===== src/rtl/sal_pkg.sv =====
// ----------------------------------------------------------------------------
// sal_pkg: shared types and constants of the soft angle limiter
// Widths, register codes, pipeline payload structs and the saturation helper.
// ----------------------------------------------------------------------------
package sal_pkg;

    // angle and derived widths
    localparam int ANGLE_BITS  = 32;
    localparam int ZONE_BITS   = ANGLE_BITS - 1;
    localparam int WIDE_BITS   = ANGLE_BITS + 1;
    localparam int FACTOR_BITS = 16;
    localparam int PROD_BITS   = WIDE_BITS + FACTOR_BITS;
    localparam int CFG_IDX_BITS = 2;

    // soft factor floor, 0.1 in q0.16
    localparam logic [FACTOR_BITS-1:0] FACTOR_MIN = FACTOR_BITS'(6554);

    // register reset values
    localparam logic signed [ANGLE_BITS-1:0] LOWER_RESET = ANGLE_BITS'(-5898240);
    localparam logic signed [ANGLE_BITS-1:0] UPPER_RESET = ANGLE_BITS'(5898240);
    localparam logic [ZONE_BITS-1:0]         ZONE_RESET  = ZONE_BITS'(655360);

    // configuration register indexes
    typedef enum logic [CFG_IDX_BITS-1:0] {
        CFG_LOWER  = 2'd0,
        CFG_UPPER  = 2'd1,
        CFG_ZONE   = 2'd2,
        CFG_ENABLE = 2'd3
    } sal_cfg_idx_t;

    // range status codes
    typedef enum logic [1:0] {
        RS_INSIDE = 2'd0,
        RS_ABOVE  = 2'd1,
        RS_BELOW  = 2'd2
    } sal_status_t;

    typedef struct packed {
        logic signed [ANGLE_BITS-1:0] lower;
        logic signed [ANGLE_BITS-1:0] upper;
        logic [ZONE_BITS-1:0]         zone;
        logic                         enable;
    } sal_cfg_t;

    // payload carried through the divider stages
    typedef struct packed {
        logic signed [ANGLE_BITS-1:0] base;
        logic                         neg;
        logic [WIDE_BITS-1:0]         mag;
        logic                         scale;
        logic                         clamp;
        sal_status_t                  status;
        logic signed [ANGLE_BITS-1:0] excess;
        logic [ZONE_BITS-1:0]         rem;
        logic [FACTOR_BITS-1:0]       quo;
    } sal_item_t;

    typedef struct packed {
        logic signed [ANGLE_BITS-1:0] angle;
        sal_status_t                  status;
        logic signed [ANGLE_BITS-1:0] excess;
    } sal_result_t;

    // saturate a wide signed difference to the angle range
    function automatic logic signed [ANGLE_BITS-1:0] sat_angle(
        input logic signed [WIDE_BITS-1:0] x
    );
        logic signed [ANGLE_BITS-1:0] r;
        if (x[WIDE_BITS-1] != x[WIDE_BITS-2])
        begin
            r = x[WIDE_BITS-1] ? {1'b1, {(ANGLE_BITS-1){1'b0}}}
                               : {1'b0, {(ANGLE_BITS-1){1'b1}}};
        end
        else
        begin
            r = x[ANGLE_BITS-1:0];
        end
        return r;
    endfunction

endpackage


===== src/rtl/sal_back.sv =====
// ----------------------------------------------------------------------------
// sal_back: step scaling and hard clamp
// Multiply stage, add stage, then the clamp feeding the output register.
// ----------------------------------------------------------------------------
module sal_back (
    input  logic                clk,
    input  logic                rst_n,
    input  logic                en,
    input  sal_pkg::sal_cfg_t   cfg,
    input  logic                up_valid,
    input  sal_pkg::sal_item_t  up_item,
    output logic                fin_valid,
    output sal_pkg::sal_result_t fin
);

    localparam int A = sal_pkg::ANGLE_BITS;
    localparam int W = sal_pkg::WIDE_BITS;
    localparam int F = sal_pkg::FACTOR_BITS;
    localparam int P = sal_pkg::PROD_BITS;

    logic [F-1:0]          factor;
    logic [P-1:0]          m_prod_next;

    logic                  m_valid_reg;
    logic [P-1:0]          m_prod_reg;
    logic signed [A-1:0]   m_base_reg;
    logic                  m_neg_reg;
    logic                  m_scale_reg;
    logic                  m_clamp_reg;
    sal_pkg::sal_status_t  m_status_reg;
    logic signed [A-1:0]   m_excess_reg;

    logic signed [W:0]     base_w;
    logic signed [W:0]     scaled_w;
    logic signed [W:0]     sum_wide;
    logic signed [A-1:0]   a_sum_next;

    logic                  a_valid_reg;
    logic signed [A-1:0]   a_sum_reg;
    logic                  a_clamp_reg;
    sal_pkg::sal_status_t  a_status_reg;
    logic signed [A-1:0]   a_excess_reg;

    // soft factor floor and step magnitude product
    always_comb
    begin
        factor      = (up_item.quo < sal_pkg::FACTOR_MIN) ? sal_pkg::FACTOR_MIN
                                                          : up_item.quo;
        m_prod_next = P'(up_item.mag) * P'(factor);
    end

    always_ff @(posedge clk or negedge rst_n)
    begin
        if (!rst_n)
        begin
            m_valid_reg <= 1'b0;
            a_valid_reg <= 1'b0;
        end
        else if (en)
        begin
            m_valid_reg <= up_valid;
            a_valid_reg <= m_valid_reg;
        end
    end

    always_ff @(posedge clk)
    begin
        if (en)
        begin
            m_prod_reg   <= m_prod_next;
            m_base_reg   <= up_item.base;
            m_neg_reg    <= up_item.neg;
            m_scale_reg  <= up_item.scale;
            m_clamp_reg  <= up_item.clamp;
            m_status_reg <= up_item.status;
            m_excess_reg <= up_item.excess;
        end
    end

    // apply the truncated scaled step to the present angle, or pass the base through when not scaling
    always_comb
    begin
        base_w   = {{2{m_base_reg[A-1]}}, m_base_reg};
        scaled_w = {1'b0, m_prod_reg[P-1:F]};
        if (!m_scale_reg)
        begin
            sum_wide = base_w;
        end
        else if (m_neg_reg)
        begin
            sum_wide = base_w - scaled_w;
        end
        else
        begin
            sum_wide = base_w + scaled_w;
        end
        // result lies between present and target, so it fits the angle width
        a_sum_next = sum_wide[A-1:0];
    end

    always_ff @(posedge clk)
    begin
        if (en)
        begin
            a_sum_reg    <= a_sum_next;
            a_clamp_reg  <= m_clamp_reg;
            a_status_reg <= m_status_reg;
            a_excess_reg <= m_excess_reg;
        end
    end

    // hard clamp to the bounds
    always_comb
    begin
        fin.status = a_status_reg;
        fin.excess = a_excess_reg;
        priority if (a_clamp_reg && (a_sum_reg < cfg.lower))
        begin
            fin.angle = cfg.lower;
        end
        else if (a_clamp_reg && (a_sum_reg > cfg.upper))
        begin
            fin.angle = cfg.upper;
        end
        else
        begin
            fin.angle = a_sum_reg;
        end
    end

    assign fin_valid = a_valid_reg;

endmodule


===== config.mk =====
export PLATFORM = sky130hd
export DESIGN_NAME = sal_back
export DESIGN_NICKNAME = d
export VERILOG_FILES = /design/src/rtl/sal_pkg.sv /design/src/rtl/sal_back.sv
export SDC_FILE = /design/constraint.sdc
export NUM_CORES = 2
export LEC_CHECK = 0
export BUFFER_PORTS_ARGS = -buffer_cell sky130_fd_sc_hd__clkbuf_2
export CAP_MARGIN = 20
export CORE_MARGIN = 1
export CORE_UTILIZATION = 55
export DETAILED_ROUTE_END_ITERATION = 7
export HOLD_SLACK_MARGIN = 0.05
export MAX_ROUTING_LAYER = met4
export PLACE_DENSITY_LB_ADDON = 0.2
export SLEW_MARGIN = 25
export SYNTH_ARGS = -nofsm -noshare
export SYNTH_HDL_FRONTEND = slang
export SYNTH_SLANG_ARGS = --single-unit

===== constraint.sdc =====
create_clock -name clk -period 4.9 [get_ports clk]
set_input_delay 0.735 -clock clk [delete_from_list [all_inputs] [get_ports clk]]
set_output_delay 0.735 -clock clk [all_outputs]
set_load 0.02 [all_outputs]

==> results.yml <==
clock_network:
  clock-sinks: 170
  cts_root_buffer: "clkbuf_16"
  htreeDepth: 4
  cts_buffers: 17
  insertion_delay_ps: 440
  max-clock-path-buffers: 2
  clk_pin_slew_ps: 70
  cts_tree: "built"
timing:
  maxSlewHeadroom: 0.435
  setup_viol: 32
  drv_slew: 0
  fin_crit_ps: 7250
  worst_pin_slew_ps: 848
  rsz0062_at_grt: "yes"
  max_clock_freq_ghz: 0.138
  hold_violations: 0
  fin_crit_sh: 1.48
  clock_skew_ps: 8.66
  setup_ws_ps: -2350
yosys:
  synth_common_cells: "inv_1 (528), fa_1 (431), nand2_1 (383), and2_1 (213), ha_1 (209)"
  syn-num-nets: 3562
  synth-async-reset-ratio: 0.0118
  ys_ff_latch: 170
  yosys_most_used_dff: "edfxtp_1"
  synth_cell_types: 71
  ys_top_cells_by_area: "fa_1 (33%), edfxtp_1 (19%), ha_1 (10%)"
  yosysMostFrequentCell: "inv_1"
  ys.warnings.count: 0
  ys_seq_area_frac: 0.197
  synth-edff-count: 168
  syn_area_um2: 25900
  synth_top_area_share: 0.333
  avgSynthCellArea_um2: 9.70
  syn_inst: 2673
  synth_top_cell_by_area: "fa_1"
worst_setup_path:
  endpoint_kind: "register"
  critPathBufInv: 5
  worstPathMaxFanout: 6
  worstSetupStartpointType: "primary input"
  critical_path.slowest_cell: "fa_1"
  cp.arrival_ps: 7450
  slowest_delay_ps: 590
  cpMostUsedCell: "fa_1"
  critPathTopFamily: "adder cells"
  required_ps: 5090
  path_class: "in -> reg"
floorplan:
  io_pins: 316
  core-area_um2: 46600
  start_util: 0.557
  dieArea_um2: 48000
  die_w_um: 219
  die_h_um: 219
  rows: 79
routing:
  drt_wl_total_um: 64500
  wl_per_cell_um: 17.1
  vias_per_cell: 5.28
  routed-via-count: 19900
  drt_iter0_drc: 1166
  drt_first_pass_iters: 6
  drc: 0
  postRouteAntennaNets: 0
placement:
  portBuffers: 252
  hpwlAfterDp_um: 53800
  place_congestion: 0.952
global_routing:
  grt-ovfl-total: 0
  grt_pass1_vias: 20900
  grt_start_max_net_pins: 94
  grt_pass1_wl_um: 104000
  grtUsageTotal: 0.284
  antenna_found_initial: 4
cells_and_area:
  fin_util: 0.676
  nNetsFinal: 4032
  syn2layout_area_growth_pct: 21.4
  drive_gt1_frac: 0.241
status:
  status: "finished, violations left"
  violations: "setup timing"
run:
  maxCapViolCount: 0
min_path:
  hold_path_class: "reg -> reg"
-- kinds of logic after synthesis --
family | count (synthesis) | synth area share
xor+xnor | 90 | 0.0304
compound gates | 300 | 0.0763
buf+inv | 634 | 0.0919
flops | 170 | 0.197
fa+ha+maj | 640 | 0.434
mux | 64 | 0.0261
simple gates | 775 | 0.145
-- timing repair --
item	CTS	global route
endpoints found under the hold margin	2	0
cloned	2	2
setup endpoints to repair	32	35
setup buffers	22	13
resized for setup	85	82
pin swaps	54	81
hold buffers	1	0
-- final timing paths --
path                                   from               end  slack, ps  cells past startpoint
setup / recovery                 up_item[1]    m_prod_reg[37]      -2350                     27
hold / removal             m_excess_reg[19]  a_excess_reg[19]        420                      0
setup reg to reg             m_prod_reg[20]     a_sum_reg[30]        260                     17
hold reg to reg            m_excess_reg[19]  a_excess_reg[19]        420                      0
max in group asynchronous             rst_n         fin_valid       4200                      2
min in group asynchronous             rst_n       m_valid_reg        600                      2
-- placed cells by master (no fill, tap or decap), drive strengths merged, types with 3 or more instances in the layout --
cell and instances:
nor3 14, a2111oi 3, a31oi 11, diode 4
a211oi 11, a21oi 85, o211ai 6, or2 10
nand3 9, inv 536, edfxtp 168, or3 3
nand2b 8, a21o 61, xnor2 68, buf 306
and4 4, fa 431, mux2i 36, nand2 383
nor4 11, o21a 16, a41o 3, clkinv 6
nand4 21, clkbuf 263, and3 11, and2 213
nor2b 23, nor2 60, mux2 28, o21bai 9
o21ai 71, ha 209, xor2 22
-- metrics by stage --
| stage | area (um2) | TNS, ps | hold slack (ps) | worst slack (ps) | std cells |
|---|---|---|---|---|---|
| detailed placement | 29800 | -86020 | 405 | -3120 | 3692 |
| finish | 31500 | -64990 | 416 | -2350 | 3767 |
| CTS | 31000 | -63630 | 414 | -2280 | 3749 |
| floorplan | 26100 | -66310 | 400 | -2530 | 2673 |
| global route | 31500 | -70780 | 424 | -2510 | 3767 |
| global placement | 29800 | -81800 | 400 | -3000 | 3692 |
-- layer usage --
metal | GRT usage | wire length [um]
met1 | 0.368 | 27500
met2 | 0.468 | 31500
met3 | 0.0373 | 4120
met4 | 0.0773 | 1410
met5 | - | 0
-- area by class of cell --
type,instances,area (um2)
Clock inverter,15,174
Tap cell,607,759
Timing Repair Buffer,553,3870
Clock buffer,17,425
Multi-Input combinational cell,1872,19200
Fill cell,3572,15100
Sequential cell,170,5090
Antenna cell,4,10.0
Inverter,529,1990
Power is left out: the tool's default activity adds up to more than one toggle a clock period on the data nets, which glitch-free logic cannot reach.
