==> config.mk <==
export PLATFORM = sky130hd
export DESIGN_NAME = sal_front
export DESIGN_NICKNAME = d
export VERILOG_FILES = /design/src/rtl/sal_pkg.sv /design/src/rtl/sal_front.sv
export SDC_FILE = /design/constraint.sdc
export NUM_CORES = 1
export LEC_CHECK = 0
export ABC_AREA = 1
export BUFFER_PORTS_ARGS = -buffer_cell sky130_fd_sc_hd__buf_2
export CAP_MARGIN = 0
export CELL_PAD_IN_SITES_DETAIL_PLACEMENT = 1
export CELL_PAD_IN_SITES_GLOBAL_PLACEMENT = 1
export CORE_MARGIN = 2
export CORE_UTILIZATION = 30
export CTS_CLUSTER_SIZE = 28
export DETAILED_ROUTE_END_ITERATION = 8
export GPL_TIMING_DRIVEN = 0
export PLACE_DENSITY = 0.66
export SLEW_MARGIN = 10
export SYNTH_ARGS = -nofsm -noshare
export SYNTH_HDL_FRONTEND = slang
export SYNTH_SLANG_ARGS = --single-unit
==> constraint.sdc <==
create_clock -name clk -period 5.86 [get_ports clk]
set_input_delay 1.172 -clock clk [delete_from_list [all_inputs] [get_ports clk]]
set_output_delay 1.172 -clock clk [all_outputs]
set_load 0.02 [all_outputs]
==> src/rtl/sal_pkg.sv <==
// ----------------------------------------------------------------------------
// sal_pkg: shared types and constants of the soft angle limiter
// Widths, register codes, pipeline payload structs and the saturation helper.
// ----------------------------------------------------------------------------
package sal_pkg;

    // angle and derived widths
    localparam int ANGLE_BITS  = 32;
    localparam int ZONE_BITS   = ANGLE_BITS - 1;
    localparam int WIDE_BITS   = ANGLE_BITS + 1;
    localparam int FACTOR_BITS = 16;
    localparam int PROD_BITS   = WIDE_BITS + FACTOR_BITS;
    localparam int CFG_IDX_BITS = 2;

    // soft factor floor, 0.1 in q0.16
    localparam logic [FACTOR_BITS-1:0] FACTOR_MIN = FACTOR_BITS'(6554);

    // register reset values
    localparam logic signed [ANGLE_BITS-1:0] LOWER_RESET = ANGLE_BITS'(-5898240);
    localparam logic signed [ANGLE_BITS-1:0] UPPER_RESET = ANGLE_BITS'(5898240);
    localparam logic [ZONE_BITS-1:0]         ZONE_RESET  = ZONE_BITS'(655360);

    // configuration register indexes
    typedef enum logic [CFG_IDX_BITS-1:0] {
        CFG_LOWER  = 2'd0,
        CFG_UPPER  = 2'd1,
        CFG_ZONE   = 2'd2,
        CFG_ENABLE = 2'd3
    } sal_cfg_idx_t;

    // range status codes
    typedef enum logic [1:0] {
        RS_INSIDE = 2'd0,
        RS_ABOVE  = 2'd1,
        RS_BELOW  = 2'd2
    } sal_status_t;

    typedef struct packed {
        logic signed [ANGLE_BITS-1:0] lower;
        logic signed [ANGLE_BITS-1:0] upper;
        logic [ZONE_BITS-1:0]         zone;
        logic                         enable;
    } sal_cfg_t;

    // payload carried through the divider stages
    typedef struct packed {
        logic signed [ANGLE_BITS-1:0] base;
        logic                         neg;
        logic [WIDE_BITS-1:0]         mag;
        logic                         scale;
        logic                         clamp;
        sal_status_t                  status;
        logic signed [ANGLE_BITS-1:0] excess;
        logic [ZONE_BITS-1:0]         rem;
        logic [FACTOR_BITS-1:0]       quo;
    } sal_item_t;

    typedef struct packed {
        logic signed [ANGLE_BITS-1:0] angle;
        sal_status_t                  status;
        logic signed [ANGLE_BITS-1:0] excess;
    } sal_result_t;

    // saturate a wide signed difference to the angle range
    function automatic logic signed [ANGLE_BITS-1:0] sat_angle(
        input logic signed [WIDE_BITS-1:0] x
    );
        logic signed [ANGLE_BITS-1:0] r;
        if (x[WIDE_BITS-1] != x[WIDE_BITS-2])
        begin
            r = x[WIDE_BITS-1] ? {1'b1, {(ANGLE_BITS-1){1'b0}}}
                               : {1'b0, {(ANGLE_BITS-1){1'b1}}};
        end
        else
        begin
            r = x[ANGLE_BITS-1:0];
        end
        return r;
    endfunction

endpackage

==> src/rtl/sal_front.sv <==
// ----------------------------------------------------------------------------
// sal_front: input capture and range classification
// Three register stages: capture, bound differences, mode selection.
// ----------------------------------------------------------------------------
module sal_front (
    input  logic                                 clk,
    input  logic                                 rst_n,
    input  logic                                 en,
    input  sal_pkg::sal_cfg_t                    cfg,
    input  logic                                 up_valid,
    input  logic signed [sal_pkg::ANGLE_BITS-1:0] target_angle,
    input  logic signed [sal_pkg::ANGLE_BITS-1:0] present_angle,
    output logic                                 dn_valid,
    output sal_pkg::sal_item_t                   dn_item
);

    localparam int A = sal_pkg::ANGLE_BITS;
    localparam int W = sal_pkg::WIDE_BITS;

    logic                  s1_valid_reg;
    logic signed [A-1:0]   s1_target_reg;
    logic signed [A-1:0]   s1_present_reg;

    logic                  s2_valid_reg;
    logic signed [A-1:0]   s2_target_reg;
    logic signed [A-1:0]   s2_present_reg;
    logic                  s2_lo_reg;
    logic                  s2_hi_reg;
    logic signed [W-1:0]   s2_dmin_reg;
    logic signed [W-1:0]   s2_dmax_reg;
    logic signed [W-1:0]   s2_step_reg;

    logic signed [W-1:0]   present_w;
    logic signed [W-1:0]   target_w;
    logic signed [W-1:0]   lower_w;
    logic signed [W-1:0]   upper_w;
    logic                  s2_lo_next;
    logic                  s2_hi_next;
    logic signed [W-1:0]   s2_dmin_next;
    logic signed [W-1:0]   s2_dmax_next;
    logic signed [W-1:0]   s2_step_next;

    logic                  in_range;
    logic                  neg;
    logic                  nonzero;
    logic [W-1:0]          zone_w;
    logic                  scale_dn;
    logic                  scale_up;
    logic signed [W-1:0]   dmax_neg;

    logic                  item_valid_reg;
    sal_pkg::sal_item_t    item_reg;
    sal_pkg::sal_item_t    item_next;

    // valid bits
    always_ff @(posedge clk or negedge rst_n)
    begin
        if (!rst_n)
        begin
            s1_valid_reg   <= 1'b0;
            s2_valid_reg   <= 1'b0;
            item_valid_reg <= 1'b0;
        end
        else if (en)
        begin
            s1_valid_reg   <= up_valid;
            s2_valid_reg   <= s1_valid_reg;
            item_valid_reg <= s2_valid_reg;
        end
    end

    // stage 1: capture the transaction
    always_ff @(posedge clk)
    begin
        if (en)
        begin
            s1_target_reg  <= target_angle;
            s1_present_reg <= present_angle;
        end
    end

    // stage 2: bound tests and differences
    always_comb
    begin
        present_w    = {s1_present_reg[A-1], s1_present_reg};
        target_w     = {s1_target_reg[A-1], s1_target_reg};
        lower_w      = {cfg.lower[A-1], cfg.lower};
        upper_w      = {cfg.upper[A-1], cfg.upper};
        s2_lo_next   = s1_present_reg < cfg.lower;
        s2_hi_next   = s1_present_reg > cfg.upper;
        s2_dmin_next = present_w - lower_w;
        s2_dmax_next = upper_w - present_w;
        s2_step_next = target_w - present_w;
    end

    always_ff @(posedge clk)
    begin
        if (en)
        begin
            s2_target_reg  <= s1_target_reg;
            s2_present_reg <= s1_present_reg;
            s2_lo_reg      <= s2_lo_next;
            s2_hi_reg      <= s2_hi_next;
            s2_dmin_reg    <= s2_dmin_next;
            s2_dmax_reg    <= s2_dmax_next;
            s2_step_reg    <= s2_step_next;
        end
    end

    // stage 3: pick mode, soft zone distance and status
    always_comb
    begin
        in_range = !s2_lo_reg && !s2_hi_reg;
        neg      = s2_step_reg[W-1];
        nonzero  = |s2_step_reg;
        zone_w   = {2'b00, cfg.zone};
        scale_dn = cfg.enable && in_range && neg
                   && ($unsigned(s2_dmin_reg) < zone_w);
        scale_up = cfg.enable && in_range && !neg && nonzero
                   && ($unsigned(s2_dmax_reg) < zone_w);
        dmax_neg = -s2_dmax_reg;

        item_next.neg   = neg;
        item_next.mag   = neg ? (~s2_step_reg + 1'b1) : s2_step_reg;
        item_next.scale = scale_dn || scale_up;
        item_next.clamp = cfg.enable && in_range;
        item_next.quo   = '0;
        if (scale_dn)
        begin
            item_next.rem = s2_dmin_reg[sal_pkg::ZONE_BITS-1:0];
        end
        else if (scale_up)
        begin
            item_next.rem = s2_dmax_reg[sal_pkg::ZONE_BITS-1:0];
        end
        else
        begin
            item_next.rem = '0;
        end

        priority if (!cfg.enable)
        begin
            item_next.status = sal_pkg::RS_INSIDE;
            item_next.excess = '0;
            item_next.base   = s2_target_reg;
        end
        else if (s2_lo_reg)
        begin
            item_next.status = sal_pkg::RS_BELOW;
            item_next.excess = sal_pkg::sat_angle(s2_dmin_reg);
            item_next.base   = cfg.lower;
        end
        else if (s2_hi_reg)
        begin
            item_next.status = sal_pkg::RS_ABOVE;
            item_next.excess = sal_pkg::sat_angle(dmax_neg);
            item_next.base   = cfg.upper;
        end
        else
        begin
            item_next.status = sal_pkg::RS_INSIDE;
            item_next.excess = '0;
            item_next.base   = item_next.scale ? s2_present_reg : s2_target_reg;
        end
    end

    always_ff @(posedge clk)
    begin
        if (en)
        begin
            item_reg <= item_next;
        end
    end

    assign dn_valid = item_valid_reg;
    assign dn_item  = item_reg;

endmodule

==> summary.txt <==
Clocking
  – Clk slew on worst S/H paths: 0.06 ns
  – Clk_lat worst skew: 0.60 ns
  – CTS max path bufs: 3
  – # clock sinks: 365
  – Cts hold-fix bufs: 0
  – Post-CTS Setup Inserts: 0
  – Htree depth: 2
  – Clk root buf: clkbuf_16
  – Post-CTS Resized: 0
  – TritonCTS Buffers: 44
  – TritonCTS clock tree: done

Setup path
  – Startpoint types: register
  – CP Data Arrival Time: a little under 5 ns
  – Setup Crit Path Kind: register to register
  – Crit. End Element: register
  – Worst path most repeated cell: clkbuf_1
  – CP required: 6.21 ns
  – Slowest stage cell, crit path: edfxtp_1
  – Crit path max-delay family: buffers and inverters
  – Worst-path fanout max: 10
  – WP buf/inv: 4
  – Worst path cell trace: buf_2, clkinv_1, clkbuf_1, ha_1, nor3_1, nand4_2, clkbuf_1, o21ai_0
  – Slowest stage delay, CP: 0.59 ns

Finish
  – Max reg flops: around 130
  – Layout Cells excl Fill: 3959
  – Ant diodes: 0
  – Final cell area excluding filler cells: around 0.027 mm²
  – Area Overhead vs Synth: 18.67%
  – Share of cells above drive strength 1: 0.1516
  – Most common cell after layout, fill and taps aside: nand2_1
  – Layout Nets: 3281
  – Commonest cells after routing, fill and taps aside: 502 x nand2_1, 420 x inv_1, 362 x edfxtp_1
  – Fillers: 9013

Routing
  – # DRC: 0
  – First-pass iteration count of the detailed router: 5
  – Routed WL per cell: ~21 µm
  – Drt initial violations: 1052
  – Via/cell ratio: around 4.8
  – DRT antenna net count: 0
  – DR vias: 19.16k
  – Routed WL: 84210 µm

Floorplanning
  – Die H: 280.2 µm
  – Row count: 101
  – Die W: roughly 280 µm
  – Num ports: 314
  – CORE AREA: 0.07570 mm²
  – Die area: 0.07850 mm²
  – Initial Util: 0.3023

Placement
  – PortBufs: 296
  – DP Worst Slack: approximately 1.3 ns
  – Routability Congestion: roughly 0.9
  – Area post-placement: roughly 0.026 mm²
  – Dpl hpwl: 69800 µm
  – Placed insts: 3879

Outcome
  – Status: completed

Yosys
  – Synth Cell Area: about 0.023 mm²
  – Top FF cell, synth: edfxtp_1
  – Ys async rst share: 0.008219
  – Sequential fraction of the synthesis area: 0.4783
  – Number of distinct library cells after synthesis: 50
  – Gate Count Post-Synth: 2586
  – Yosys reg bits: 365
  – Number of synthesized flops with an enable pin: 362
  – Ys Warns: 0
  – Syn avg cell area: 8.849 µm²

Power
  – Pwr Density: 311.0 mW/mm²
  – Overall Power: 8.444 mW
  – IR drop worst, VDD: 212.4 µV
  – Leakage Power: 12.35 nW

Global route
  – Initial antenna violation count: 6
  – Gr ovfl total: 0
  – Vias in the first global route: 19.94k
  – Global-route wire length before repair: 123200 µm
  – Pin count of the biggest net entering global routing: 85
  – GRT Total Usage: 0.2116

STA
  – Clock Skew: between 0.02 and 0.025 ns
  – Pins Over Slew Limit: 0
  – Final-report setup violation count: 0
  – Fin. Hold Viols: 0
  – Worst rel slew slack: 0.4509
  – RSZ-0062 raised after global routing: no
  – Fin crit period: 4.469 ns
  – Tcrit/Tclk final: 0.7626
  – Max Clock Freq: around 220 MHz
  – Setup WS post-layout: 1.391 ns
  – Measured slew at the worst slew-check pin: 0.8236 ns

Flow run
  – MaxCap Viol Count: 0

Worst hold path
  – Hold Crit Class: input port to asynchronous set/reset pin
==> metal layers <==
layer  GRT usage  up-vias  share of wire
li1            -     9411              -
met1      0.2727     9213           0.45
met2      0.3725      418           0.49
met3     0.02590      112          0.040
met4     0.05718        6          0.026
met5           0        -        0.00031
==> where the power goes <==
| group | switching, mW | internal, mW | total, mW |
|---|---|---|---|
| sequential | 0.254 | 3.30 | 3.56 |
| clock | 1.18 | 1.45 | 2.63 |
| combinational | 1.53 | 0.727 | 2.26 |
==> cell usage after synthesis (all sizes together), types with 6 or more instances <==
| cell type | instances | area, µm² |
|---|---|---|
| nand2 | 507 | 1939 |
| inv | 428 | 1607 |
| edfxtp | 362 | 10870 |
| nor2 | 218 | 845.8 |
| a21oi | 185 | 925.9 |
| o21ai | 184 | 996.0 |
| ha | 167 | 2090 |
| nand3 | 144 | 730.7 |
| xor2 | 84 | 743.2 |
| nor3 | 38 | 205.2 |
| buf | 37 | 260.3 |
| o22ai | 31 | 193.9 |
| xnor2 | 30 | 262.8 |
| nand4 | 28 | 181.4 |
| a21o | 27 | 202.7 |
| a31oi | 27 | 168.9 |
| clkbuf | 24 | 90.09 |
| o21bai | 18 | 135.1 |
| a21boi | 10 | 75.07 |
| nand3b | 7 | 52.55 |
| o21a | 6 | 45.04 |
==> final timing paths <==
check / from / to / slack [ns] / depth (start not counted)
worst max-delay path: s2_step_reg[32]$_DFFE_PP_ / dn_item[23]$_DFFE_PP_ / 1.39 / 8
worst min-delay path: rst_n / dn_valid$_DFFE_PN0P_ / 0.35 / 1
worst max register to register: s2_step_reg[32]$_DFFE_PP_ / dn_item[23]$_DFFE_PP_ / 1.39 / 8
worst min register to register: s1_target_reg[0]$_DFFE_PP_ / s2_target_reg[0]$_DFFE_PP_ / 0.47 / 0
max in group asynchronous: rst_n / s2_valid_reg$_DFFE_PN0P_ / 5.40 / 1
min in group clk: s1_target_reg[0]$_DFFE_PP_ / s2_target_reg[0]$_DFFE_PP_ / 0.47 / 0
==> area by class of cell <==
type | instances | area, µm² | share of cell area
well taps | 978 | 1224 | 0.04506
inverters | 430 | 1614 | 0.05944
flip-flops and latches | 365 | 10950 | 0.4031
repair buffers | 300 | 1602 | 0.05898
clock inverters | 31 | 270.3 | 0.009953
plain buffers | 61 | 350.3 | 0.01290
clock buffers | 49 | 1120 | 0.04124
multi-input cells | 1745 | 10030 | 0.3693
==> stage by stage <==
| step | utilization | hold slack, ns | TNS, ns |
|---|---|---|---|
| 5_1_grt | 0.3587 | 0.3303 | 0 |
| 3_3_place_gp | 0.3388 | 0.4398 | -648.52 |
| 6_report | 0.3587 | 0.3526 | 0 |
| 2_1_floorplan | - | 0.4264 | 0 |
| 4_1_cts | 0.3587 | 0.3159 | 0 |
| 3_5_place_dp | 0.3404 | 0.4562 | 0 |
==> kinds of logic (layout without fill, tap and decap cells) <==
logic type                 count (synthesis)  count (layout)  share of synthesized area
adders and majority gates                170             170                    0.09394
buffers and inverters                    491             871                    0.08584
and+or+nand+nor                          948             948                     0.1746
muxes                                      1               1                  0.0004921
AOI/OAI and AO/OA                        496             496                     0.1227
DFF                                      365             365                     0.4783
xor gates and xnor gates                 114             114                    0.04396
other                                      1              16                  0.0001639
Power figures use the tool's default switching activity.
