==> src/rtl/sal_pkg.sv <==
// ----------------------------------------------------------------------------
// sal_pkg: shared types and constants of the soft angle limiter
// Widths, register codes, pipeline payload structs and the saturation helper.
// ----------------------------------------------------------------------------
package sal_pkg;

    // angle and derived widths
    localparam int ANGLE_BITS  = 32;
    localparam int ZONE_BITS   = ANGLE_BITS - 1;
    localparam int WIDE_BITS   = ANGLE_BITS + 1;
    localparam int FACTOR_BITS = 16;
    localparam int PROD_BITS   = WIDE_BITS + FACTOR_BITS;
    localparam int CFG_IDX_BITS = 2;

    // soft factor floor, 0.1 in q0.16
    localparam logic [FACTOR_BITS-1:0] FACTOR_MIN = FACTOR_BITS'(6554);

    // register reset values
    localparam logic signed [ANGLE_BITS-1:0] LOWER_RESET = ANGLE_BITS'(-5898240);
    localparam logic signed [ANGLE_BITS-1:0] UPPER_RESET = ANGLE_BITS'(5898240);
    localparam logic [ZONE_BITS-1:0]         ZONE_RESET  = ZONE_BITS'(655360);

    // configuration register indexes
    typedef enum logic [CFG_IDX_BITS-1:0] {
        CFG_LOWER  = 2'd0,
        CFG_UPPER  = 2'd1,
        CFG_ZONE   = 2'd2,
        CFG_ENABLE = 2'd3
    } sal_cfg_idx_t;

    // range status codes
    typedef enum logic [1:0] {
        RS_INSIDE = 2'd0,
        RS_ABOVE  = 2'd1,
        RS_BELOW  = 2'd2
    } sal_status_t;

    typedef struct packed {
        logic signed [ANGLE_BITS-1:0] lower;
        logic signed [ANGLE_BITS-1:0] upper;
        logic [ZONE_BITS-1:0]         zone;
        logic                         enable;
    } sal_cfg_t;

    // payload carried through the divider stages
    typedef struct packed {
        logic signed [ANGLE_BITS-1:0] base;
        logic                         neg;
        logic [WIDE_BITS-1:0]         mag;
        logic                         scale;
        logic                         clamp;
        sal_status_t                  status;
        logic signed [ANGLE_BITS-1:0] excess;
        logic [ZONE_BITS-1:0]         rem;
        logic [FACTOR_BITS-1:0]       quo;
    } sal_item_t;

    typedef struct packed {
        logic signed [ANGLE_BITS-1:0] angle;
        sal_status_t                  status;
        logic signed [ANGLE_BITS-1:0] excess;
    } sal_result_t;

    // saturate a wide signed difference to the angle range
    function automatic logic signed [ANGLE_BITS-1:0] sat_angle(
        input logic signed [WIDE_BITS-1:0] x
    );
        logic signed [ANGLE_BITS-1:0] r;
        if (x[WIDE_BITS-1] != x[WIDE_BITS-2])
        begin
            r = x[WIDE_BITS-1] ? {1'b1, {(ANGLE_BITS-1){1'b0}}}
                               : {1'b0, {(ANGLE_BITS-1){1'b1}}};
        end
        else
        begin
            r = x[ANGLE_BITS-1:0];
        end
        return r;
    endfunction

endpackage

==> src/rtl/sal_div_stage.sv <==
// ----------------------------------------------------------------------------
// sal_div_stage: one restoring division step of the soft factor
// Produces one quotient bit of distance * 2^16 / soft_zone per stage.
// ----------------------------------------------------------------------------
module sal_div_stage (
    input  logic                            clk,
    input  logic                            rst_n,
    input  logic                            en,
    input  logic [sal_pkg::ZONE_BITS-1:0]   zone,
    input  logic                            up_valid,
    input  sal_pkg::sal_item_t              up_item,
    output logic                            dn_valid,
    output sal_pkg::sal_item_t              dn_item
);

    localparam int Z = sal_pkg::ZONE_BITS;
    localparam int F = sal_pkg::FACTOR_BITS;

    logic               valid_reg;
    sal_pkg::sal_item_t item_reg;
    sal_pkg::sal_item_t item_next;
    logic [Z:0]         rem2;
    logic [Z:0]         diff;
    logic               ge;

    // shift remainder, trial subtract, keep quotient bit
    always_comb
    begin
        rem2          = {up_item.rem, 1'b0};
        diff          = rem2 - {1'b0, zone};
        ge            = rem2 >= {1'b0, zone};
        item_next     = up_item;
        item_next.rem = ge ? diff[Z-1:0] : rem2[Z-1:0];
        item_next.quo = {up_item.quo[F-2:0], ge};
    end

    always_ff @(posedge clk or negedge rst_n)
    begin
        if (!rst_n)
        begin
            valid_reg <= 1'b0;
        end
        else if (en)
        begin
            valid_reg <= up_valid;
        end
    end

    always_ff @(posedge clk)
    begin
        if (en)
        begin
            item_reg <= item_next;
        end
    end

    assign dn_valid = valid_reg;
    assign dn_item  = item_reg;

endmodule

==> config.mk <==
export PLATFORM = sky130hd
export DESIGN_NAME = sal_div_stage
export DESIGN_NICKNAME = d
export VERILOG_FILES = /design/src/rtl/sal_pkg.sv /design/src/rtl/sal_div_stage.sv
export SDC_FILE = /design/constraint.sdc
export NUM_CORES = 1
export LEC_CHECK = 0
export BUFFER_PORTS_ARGS = -buffer_cell sky130_fd_sc_hd__buf_4
export CAP_MARGIN = 20
export CORE_ASPECT_RATIO = 1.25
export CORE_MARGIN = 10
export CORE_UTILIZATION = 42
export DETAILED_ROUTE_END_ITERATION = 12
export PLACE_DENSITY = 0.75
export SYNTH_ARGS = -nofsm -noshare
export SYNTH_HDL_FRONTEND = slang
export SYNTH_SLANG_ARGS = --single-unit
==> constraint.sdc <==
create_clock -name clk -period 0.8 [get_ports clk]
set_input_delay 0.16 -clock clk [delete_from_list [all_inputs] [get_ports clk]]
set_output_delay 0.16 -clock clk [all_outputs]
set_load 0.1 [all_outputs]
==> impl_metrics.py, run 1 <==
metrics = {
    "synth": {
        "synth_cell_type_count": 69,
        "synthesis.area_per_instance_sq_um": 13.88,
        "yosysSeqAreaShare_pct": 65.88,
        "yosysWarnings": 0,
        "async_flop_share_pct": 0.6667,
        "synth_ff_type": "edfxtp_1",
        "synth_edf_count": 149,
        "syn_inst": 492,
        "synth_nets": 708,
        "synth_seq_cells": 150,
        "synth_area_sq_mm": 0.006829,
    },
    "sta": {
        "rsz0062_at_grt": "true",
        "hold-worst-slack_ps": 22.68,
        "layout_setup_ws_ps": -1345,
        "period_minus_slack_ps": 2145,
        "finalCritPeriodShare_pct": 268.1,
        "slew_violations": 0,
        "max_slew_margin_pct": 76.49,
        "max_freq_mhz": 466.2,
        "hold_viol": 0,
        "tightestPinTransition_ps": 352.6,
        "skew_ps": 0,
        "finalSetupViolCount": 183,
    },
    "placed_design": {
        "portBuffers": 332,
        "place_area_sq_mm": 0.01043,
        "place_hpwl_um": 20660,
        "globalplace.congestion": 0.9109,
    },
    "clock_tree": {
        "clk_pin_slew_ps": 70,
        "clock_latency_ps": 430,
        "numCtsBuffers": 17,
        "clockBufferDepth": 2,
        "numClockSinks": 150,
        "cts_max_level": 4,
        "cts_tree": "built",
        "cts_root_buf": "clkbuf_16",
    },
    "cells_and_area": {
        "final_area_sq_mm": 0.01334,
        "drive_above_1_share_pct": 53.11,
        "synthToLayoutAreaGrowth_pct": 95.40,
        "fin_nets": 1297,
        "fin_util_pct": 83.03,
    },
    "setup_path": {
        "cp_common_cell": "nor2_4",
        "worstPathRequired_ps": 950,
        "crit_start": "zone[0]",
        "worst_setup_path_end_kind": "flop",
        "slowest_delay_ps": 380,
        "crit_family": "compound AO/OA/AOI/OAI gates",
        "crit_buf_inv": 4,
        "crit_slowest_cell": "fa_2",
        "rr_startpoint": "dn_valid",
        "crit_chain": "buf_8 > inv_4 > fa_2 > a21o_1 > a221oi_4 > a31o_4 > a21oi_2 > o221a_2 > nor2_4 > buf_6 > inv_16 > nor2_4 > a21oi_1",
        "critical_path_depth": 13,
        "critical_path_class": "input port to flop",
        "crit_fanout": 11,
        "critPathLaunchType": "input port",
        "rr_worst_depth": 1,
        "cp_data_arrival_time_ps": 2290,
    },
    "grt": {
        "grt_pass1_wl_um": 47960,
        "grt_pass1_vias": 7463,
        "grt_use_total_pct": 29.33,
        "overflow": 0,
        "antenna_found_initial": 2,
        "grt_max_degree": 43,
    },
    "hold_path": {
        "hold_depth": 3,
        "hp-start": "up_item[38]",
        "hp-class": "input port to flop",
    },
    "routing": {
        "wl_per_cell_um": 26.09,
        "finalWirelength_um": 34250,
        "via_per_inst": 5.331,
        "drcViolationCount": 0,
        "vias": 6999,
        "first_iter_violations": 609,
        "antenna_left": 0,
        "first_pass_iters": 6,
    },
    "power_and_ir_drop": {
        "max-vdd-ir-drop_uv": 1448,
        "p_per_area_mw_per_mm2": 2255,
        "power_mw": 30.10,
        "leakagePower_nw": 5.867,
    },
    "flow_run": {
        "maxCapViolCount": 0,
    },
    "floorplan": {
        "ios": 334,
        "num_rows": 52,
        "core_area_sq_mm": 0.01607,
        "die_y_um": 162.6,
        "die_area_sq_mm": 0.02179,
        "initial_core_util_pct": 42.49,
        "die_w_um": 134.1,
    },
    "run_status": {
        "failed_checks": "setup timing",
        "status": "finished with violations",
    },
}
[area by class of cell]
cell class                 instances  area [sq um]
clock buffer                      18         429.2
inverter                          41         180.2
fill                             775          2726
timing repair inverter             3         52.55
antenna                            3         7.507
tap                              216         270.3
sequential                       150          4503
clock inverter                    14         131.4
multi-input combinational        289          2385
timing repair buffer             579          5385
[stage by stage]
| stage | std cells | setup TNS (ps) | setup WS, ps |
|---|---|---|---|
| floorplan | 492 | -86520 | -1497 |
| global placement | 1139 | -65100 | -1785 |
| detailed placement | 1139 | -67180 | -1803 |
| CTS | 1306 | -96850 | -1245 |
| global route | 1312 | -105910 | -1393 |
| finish | 1313 | -100910 | -1345 |
[sequential cells by signal, indices dropped and copies added (netlist names)]
register / count
dn_valid: 1
dn_item: 149
[synthesized netlist by cell type, types with 2 or more instances]
library cell	count	area, sq um
or2_2	2	12.51
and3_1	2	12.51
a21o_1	13	97.59
buf_6	3	33.78
a21o_2	2	17.52
a2111oi_2	2	30.03
a41o_1	2	20.02
o21ai_2	6	52.55
nor2_1	37	138.9
o21ai_1	5	25.02
nand3_1	7	35.03
a211oi_1	4	30.03
xnor2_1	14	122.6
a31o_2	2	17.52
a21oi_1	47	235.2
o211ai_1	4	30.03
a31oi_1	3	18.77
o221a_2	2	22.52
o21bai_1	3	22.52
edfxtp_1	149	4474
xor2_1	12	105.1
o21a_1	3	22.52
ha_1	31	387.9
nand2_1	31	116.4
nand2b_1	3	18.77
nor3_1	3	15.01
inv_1	40	150.1
a311o_1	2	20.02
nand4_1	6	37.54
o21ai_0	9	45.04
buf_2	4	20.02
clkbuf_8	2	27.53
[final timing paths]
path,to,slack [ps]
worst max-delay path,dn_item[42],-1340
worst min-delay path,dn_item[39],20
worst max register to register,dn_valid,-140
worst min register to register,dn_valid,670
max in group asynchronous,dn_valid,630
min in group asynchronous,dn_valid,60
[per-layer routing]
layer  track usage (%)  wire length (um)  up-vias
li1                  -                 -     3032
met1             30.22             11720     3401
met2             53.66             18280      469
met3             8.735              2874       97
met4             12.98              1375        0
met5                 0                 0        -
[where the power goes]
group | switching [mW] | total (mW) | leakage (nW) | internal [mW]
Sequential | 0.477 | 10.0 | 1.47 | 9.57
Clock | 3.73 | 7.86 | 0.268 | 4.13
Combinational | 8.16 | 12.2 | 4.13 | 4.03
[timing repair]
item / 4_1_cts / 5_1_grt
setup buffers: 12 / 4
hold buffers: 119 / 0
pin swaps: 32 / 11
hold endpoints to repair: 119 / 0
cloned: 4 / 1
resized for setup: 231 / 28
setup endpoints to repair: 183 / 183
[kinds of logic (layout without fill, tap and decap cells)]
family	count (synthesis)	in the layout	share of synthesized area, %
AO/OA/AOI/OAI	125	125	13.08
XOR/XNOR	26	26	3.335
adder cells (fa/ha/maj)	32	32	5.973
buffers and inverters	53	655	4.269
flip-flops	150	150	65.88
multiplexers	2	2	0.3115
other	0	3	0
AND/OR/NAND/NOR	104	104	7.146
[cells in the final DEF (no fill, tap or decap), types with 3 or more instances in the layout]
master / synthesis / layout
nor2_1: 37 / 17
ha_1: 31 / 27
o21ai_0: 9 / 8
a21o_1: 13 / 12
o21ai_1: 5 / 4
nor2_2: 1 / 6
o21ai_2: 6 / 8
inv_1: 40 / 34
ha_4: 0 / 4
xor2_1: 12 / 12
a211oi_1: 4 / 4
inv_4: 1 / 4
inv_8: 0 / 5
nand3_1: 7 / 7
nand2b_1: 3 / 3
o211ai_1: 4 / 4
buf_8: 1 / 4
clkinvlp_4: 0 / 3
inv_6: 0 / 5
clkbuf_16: 0 / 18
o21bai_1: 3 / 3
nand2_2: 0 / 4
nor3_1: 3 / 3
a21oi_1: 47 / 35
diode_2: 0 / 3
nor2_4: 1 / 16
buf_6: 3 / 156
edfxtp_1: 149 / 149
o21a_1: 3 / 3
a21oi_2: 1 / 13
xnor2_1: 14 / 13
nand2_1: 31 / 26
buf_12: 1 / 7
buf_4: 0 / 291
dlygate4sd3_1: 0 / 119
nand4_1: 6 / 6
Note: power is estimated with default switching activity, not from simulation.
==> inputs of run 2 (changes only) <==
--- a/config.mk
+++ b/config.mk
@@ -7,11 +7,14 @@
 export LEC_CHECK = 0
 export BUFFER_PORTS_ARGS = -buffer_cell sky130_fd_sc_hd__buf_4
 export CAP_MARGIN = 20
+export CELL_PAD_IN_SITES_DETAIL_PLACEMENT = 2
+export CELL_PAD_IN_SITES_GLOBAL_PLACEMENT = 2
 export CORE_ASPECT_RATIO = 1.25
 export CORE_MARGIN = 10
-export CORE_UTILIZATION = 42
+export CORE_UTILIZATION = 26
 export DETAILED_ROUTE_END_ITERATION = 12
 export PLACE_DENSITY = 0.75
+export RECOVER_POWER = 50
 export SYNTH_ARGS = -nofsm -noshare
 export SYNTH_HDL_FRONTEND = slang
 export SYNTH_SLANG_ARGS = --single-unit
==> constraint.sdc (replaced) <==
create_clock -name clk -period 1.8 [get_ports clk]
set_input_delay 0.36 -clock clk [delete_from_list [all_inputs] [get_ports clk]]
set_output_delay 0.36 -clock clk [all_outputs]
set_load 0.1 [all_outputs]
==> run 2 against run 1 <==
Net effect:
- the run still ends with setup timing left
- hold slack better by 97 ps
- worst setup slack gained 840 ps
- combinational power decreased by 60%
- final cell count unchanged
- die area increased by 52%
==> impl_metrics.py, run 2 (same netlist as run 1, synthesis figures left out) <==
metrics = {
    "run_status": {
        "status": "finished with violations",
        "failed_checks": "setup timing",
    },
    "placed_design": {
        "place_hpwl_um": 23530,
        "globalplace.congestion": 0.7935,
        "portBuffers": 332,
        "place_ws_ps": -1050,
    },
    "setup_path": {
        "crit_slowest_cell": "fa_2",
        "cp_data_arrival_time_ps": 2480,
        "crit_fanout": 6,
        "crit_chain": "buf_8 > inv_6 > fa_2 > a21o_1 > a221oi_4 > a31o_4 > a21oi_2 > o221a_2 > nor2_4 > buf_12 > inv_16 > nor2_2 > a21oi_1",
        "worstPathRequired_ps": 1970,
        "slowest_delay_ps": 390,
        "worst_setup_path_end_kind": "flop",
        "critical_path_class": "input port to flop",
        "critPathLaunchType": "input port",
    },
    "floorplan": {
        "die_y_um": 201.2,
        "die_w_um": 165.0,
        "core_area_sq_mm": 0.02593,
        "ios": 334,
        "num_rows": 66,
        "die_area_sq_mm": 0.03319,
        "initial_core_util_pct": 26.34,
    },
    "grt": {
        "grt_pass1_wl_um": 44210,
        "antenna_found_initial": 1,
        "grt_max_degree": 43,
        "overflow": 0,
        "grt_pass1_vias": 6871,
        "grt_use_total_pct": 17.77,
    },
    "cells_and_area": {
        "drive_above_1_share_pct": 58.13,
        "final_cell_mix": "317 x buf_4, 149 x edfxtp_1, 116 x clkbuf_4",
        "fin_nets": 1175,
        "largest_reg_flops": 149,
        "mostFrequentLayoutCell": "buf_4",
        "register_area_sq_mm": 0.004499,
        "multi_input_area_sq_mm": 0.002409,
        "synthToLayoutAreaGrowth_pct": 70.17,
        "nFillCells": 2644,
    },
    "routing": {
        "via_per_inst": 4.592,
        "wl_per_cell_um": 23.18,
        "drcViolationCount": 0,
        "first_pass_iters": 4,
        "antenna_left": 0,
        "first_iter_violations": 264,
        "vias": 6029,
        "finalWirelength_um": 30440,
    },
    "sta": {
        "slew_violations": 0,
        "max_freq_mhz": 433.7,
        "period_minus_slack_ps": 2306,
        "layout_setup_ws_ps": -505.9,
        "finalSetupViolCount": 32,
        "skew_ps": 0,
        "finalCritPeriodShare_pct": 128.1,
        "tightestPinTransition_ps": 772.5,
        "setup_tns_ps": -14710,
        "max_slew_margin_pct": 48.50,
        "rsz0062_at_grt": "true",
        "hold_viol": 0,
    },
    "clock_tree": {
        "cts_max_level": 4,
        "clock_latency_ps": 420,
        "cts_tree": "built",
        "clk_pin_slew_ps": 70,
        "cts_root_buf": "clkbuf_16",
        "numClockSinks": 150,
        "clockBufferDepth": 2,
        "numCtsBuffers": 17,
    },
    "hold_path": {
        "hp-class": "input port to flop",
    },
    "power_and_ir_drop": {
        "leakagePower_nw": 5.070,
        "max-vdd-ir-drop_uv": 659.1,
        "p_per_area_mw_per_mm2": 1087,
    },
    "flow_run": {
        "maxCapViolCount": 0,
    },
}
[run 2: layout make-up]
class                           count  area share [%]
Timing Repair Buffer              454           29.77
Inverter                           41           1.550
Clock buffer                       18           3.693
Timing Repair inverter              6          0.7752
Sequential cell                   150           38.72
Antenna cell                        1         0.02153
Tap cell                          340           3.661
Multi-Input combinational cell    289           20.73
Clock inverter                     14           1.087
[run 2: routing by layer]
layer / routed length, um / vias up / global-route usage, %
li1: - / 2784 / -
met1: 10460 / 2984 / 17.75
met2: 17100 / 231 / 34.14
met3: 2362 / 30 / 5.372
met4: 508 / 0 / 4.689
met5: 0 / - / 0
[run 2: where the power goes]
part	leakage (nW)	internal (mW)	switching, mW
registers	1.47	4.24	0.115
clock network	0.268	1.91	1.50
logic	3.33	1.36	3.50
total	5.07	7.51	5.12
[run 2: critical path: cells and delay by family]
kind | cells | cell delay (ps)
AOI/OAI and AO/OA | 6 | 1080
buffers and inverters | 4 | 400
adders and majority gates | 1 | 390
and+or+nand+nor | 2 | 250
[run 2: final timing paths]
path | from | end | slack [ps] | cells past startpoint
worst max-delay path | zone[0] | dn_item[41] | -510 | 13
worst min-delay path | up_item[92] | dn_item[92] | 120 | 1
worst max register to register | dn_valid | dn_valid | 1050 | 1
worst min register to register | dn_valid | dn_valid | 520 | 1
max in group asynchronous | rst_n | dn_valid | 1440 | 2
min in group asynchronous | rst_n | dn_valid | 270 | 2
[run 2: repair_timing]
item,in CTS,in global routing
hold endpoints to repair,1,0
setup endpoints to repair,32,32
setup buffers,9,5
resized for setup,83,22
cloned,4,2
pin swaps,14,6
hold buffers,1,0
[run 2: metrics by stage]
step                      utilization [%]  hold WS [ps]  instance area [sq um]  cells  power, mW
after floorplan                         -         64.41                   6920    492      7.589
after CTS                           44.50         68.81                  11540   1307      12.75
after detailed placement            40.64         138.1                  10540   1261      9.074
after global routing                44.82         103.0                  11620   1313      13.14
final                               44.82         119.7                  11620   1313      12.63
after global placement              40.64         135.6                  10540   1261      8.971
==> inputs of run 3 (changes only) <==
--- a/config.mk
+++ b/config.mk
@@ -15,6 +15,7 @@
 export DETAILED_ROUTE_END_ITERATION = 12
 export PLACE_DENSITY = 0.75
 export RECOVER_POWER = 50
+export SETUP_SLACK_MARGIN = 0.4
 export SYNTH_ARGS = -nofsm -noshare
 export SYNTH_HDL_FRONTEND = slang
 export SYNTH_SLANG_ARGS = --single-unit
==> run 3 against run 2 <==
Net effect:
- the run still ends with setup timing left
- highest routed layer is now met5
- core utilization is 7.2 points higher
- sequential cell count stayed put
- largest power group unchanged
- total power is 10% higher
- critical path depth is 1 lower
- register-to-register slack worse by 80 ps
- via count is 4.8% higher
- die area stayed put
- non-clock buffer count stayed put
- first-iteration DRC count is 40% higher
- final cell count is 0.15% higher
==> impl_metrics.py, run 3 (same netlist as run 1, synthesis figures left out) <==
metrics = {
    "routing": {
        "finalWirelength_um": 38150,
        "via_per_inst": 4.805,
        "first_iter_violations": 370,
        "antenna_left": 0,
        "vias": 6319,
        "drcViolationCount": 0,
        "first_pass_iters": 4,
        "wl_per_cell_um": 29.01,
    },
    "cells_and_area": {
        "drive_above_1_share_pct": 57.94,
        "mostFrequentLayoutCell": "buf_4",
        "final_cell_mix": "167 x buf_4, 151 x buf_12, 149 x edfxtp_1",
        "synthToLayoutAreaGrowth_pct": 97.49,
        "largest_reg_flops": 149,
        "fin_nets": 1173,
        "final_area_sq_mm": 0.01349,
    },
    "setup_path": {
        "worst_setup_path_end_kind": "flop",
        "r2r_setup_slack_ps": 970,
        "crit_fanout": 21,
        "critPathLaunchType": "input port",
        "cp_data_arrival_time_ps": 2620,
        "worstPathRequired_ps": 2030,
        "critical_path_class": "input port to flop",
    },
    "power_and_ir_drop": {
        "p_per_area_mw_per_mm2": 1032,
        "max-vdd-ir-drop_uv": 684.2,
        "leakagePower_nw": 5.705,
    },
    "clock_tree": {
        "numCtsBuffers": 17,
        "clk_pin_slew_ps": 70,
        "cts_root_buf": "clkbuf_16",
        "cts_max_level": 4,
        "clockBufferDepth": 2,
        "numClockSinks": 150,
        "clock_latency_ps": 430,
        "cts_tree": "built",
    },
    "placed_design": {
        "place_area_sq_mm": 0.01054,
        "portBuffers": 332,
        "place_hpwl_um": 23530,
        "globalplace.congestion": 0.7935,
    },
    "sta": {
        "tightestPinTransition_ps": 847.5,
        "max_slew_margin_pct": 43.50,
        "max_freq_mhz": 418.6,
        "finalCritPeriodShare_pct": 132.7,
        "slew_violations": 0,
        "finalSetupViolCount": 32,
        "layout_setup_ws_ps": -589.1,
        "rsz0062_at_grt": "true",
        "hold-worst-slack_ps": 111.6,
        "period_minus_slack_ps": 2389,
        "skew_ps": 0,
        "hold_viol": 0,
        "setup_tns_ps": -15610,
    },
    "hold_path": {
        "hp-class": "input port to flop",
    },
    "run_status": {
        "status": "finished with violations",
        "failed_checks": "setup timing",
    },
    "floorplan": {
        "num_rows": 66,
        "initial_core_util_pct": 26.34,
        "die_area_sq_mm": 0.03319,
        "core_area_sq_mm": 0.02593,
        "die_w_um": 165.0,
        "die_y_um": 201.2,
        "ios": 334,
    },
    "grt": {
        "grt_max_degree": 43,
        "antenna_found_initial": 6,
        "grt_use_total_pct": 20.10,
        "grt_pass1_wl_um": 49270,
        "overflow": 0,
        "grt_pass1_vias": 7090,
    },
    "flow_run": {
        "maxCapViolCount": 0,
    },
}
[run 3: cell count changes in the layout (fill, tap and decap cells not counted), moves of 2 or more]
| cell | before | now |
|---|---|---|
| inv_16 | 3 | 1 |
| ha_1 | 22 | 18 |
| a21oi_1 | 37 | 35 |
| diode_2 | 1 | 5 |
| ha_4 | 8 | 11 |
| a21oi_2 | 11 | 13 |
| inv_6 | 6 | 4 |
| buf_4 | 317 | 167 |
| clkbuf_1 | 6 | 17 |
| buf_12 | 3 | 151 |
| clkbuf_4 | 116 | 104 |
| buf_6 | 8 | 10 |
[run 3: per-stage QoR]
stage	power [mW]	setup WS [ps]	utilization [%]	cells
floorplan	7.589	-697.2	-	492
global placement	8.971	-1005	40.64	1261
detailed placement	9.074	-1050	40.64	1261
CTS	13.46	-447.4	49.70	1307
global route	14.33	-661.9	52.00	1314
finish	13.91	-589.1	52.01	1315
[run 3: area by class of cell]
class,count,area [sq um]
fill,2400,12440
timing repair buffer,454,5275
sequential,150,4499
multi-input combinational,289,2479
clock buffer,18,429.2
tap,340,425.4
inverter,41,180.2
clock inverter,14,126.4
timing repair inverter,4,60.06
antenna,5,12.51
[run 3: timing repair]
action / 4_1_cts / 5_1_grt
setup buffers: 9 / 3
gates resized for setup: 412 / 144
endpoints found under the setup margin: 182 / 180
hold endpoints to repair: 1 / 0
hold buffers: 1 / 0
cloned: 4 / 0
pin swaps: 14 / 14
[run 3: power breakdown]
part           leakage (nW)  internal (mW)  total, mW  switching [mW]
logic                  3.97           2.14       5.78            3.63
registers              1.47           4.26       4.60           0.333
clock network         0.268           1.92       3.54            1.62
total                  5.70           8.32       13.9            5.59
[run 3: final timing paths]
check,from,endpoint,cells after the start
min in group asynchronous,rst_n,dn_valid,2
max reg2reg,dn_valid,dn_valid,1
min reg2reg,dn_valid,dn_valid,1
max,zone[0],dn_item[37],12
max in group asynchronous,rst_n,dn_valid,2
min,up_item[92],dn_item[92],1
[run 3: per-layer routing]
metal / wire length [um] / track usage [%] / up-vias
li1: - / - / 2780
met1: 13160 / 20.44 / 3213
met2: 21180 / 38.68 / 278
met3: 2954 / 5.270 / 46
met4: 844 / 5.545 / 2
met5: 13 / 0 / -
[run 3: critical path: stages]
cell and delay, ps:
buf_8 80, inv_6 30, fa_2 390, a21o_1 200, a221oi_4 290, a31o_4 220
a21oi_2 60, o221a_2 270, nor2_4 170, buf_4 160, inv_8 80, a21oi_1 290
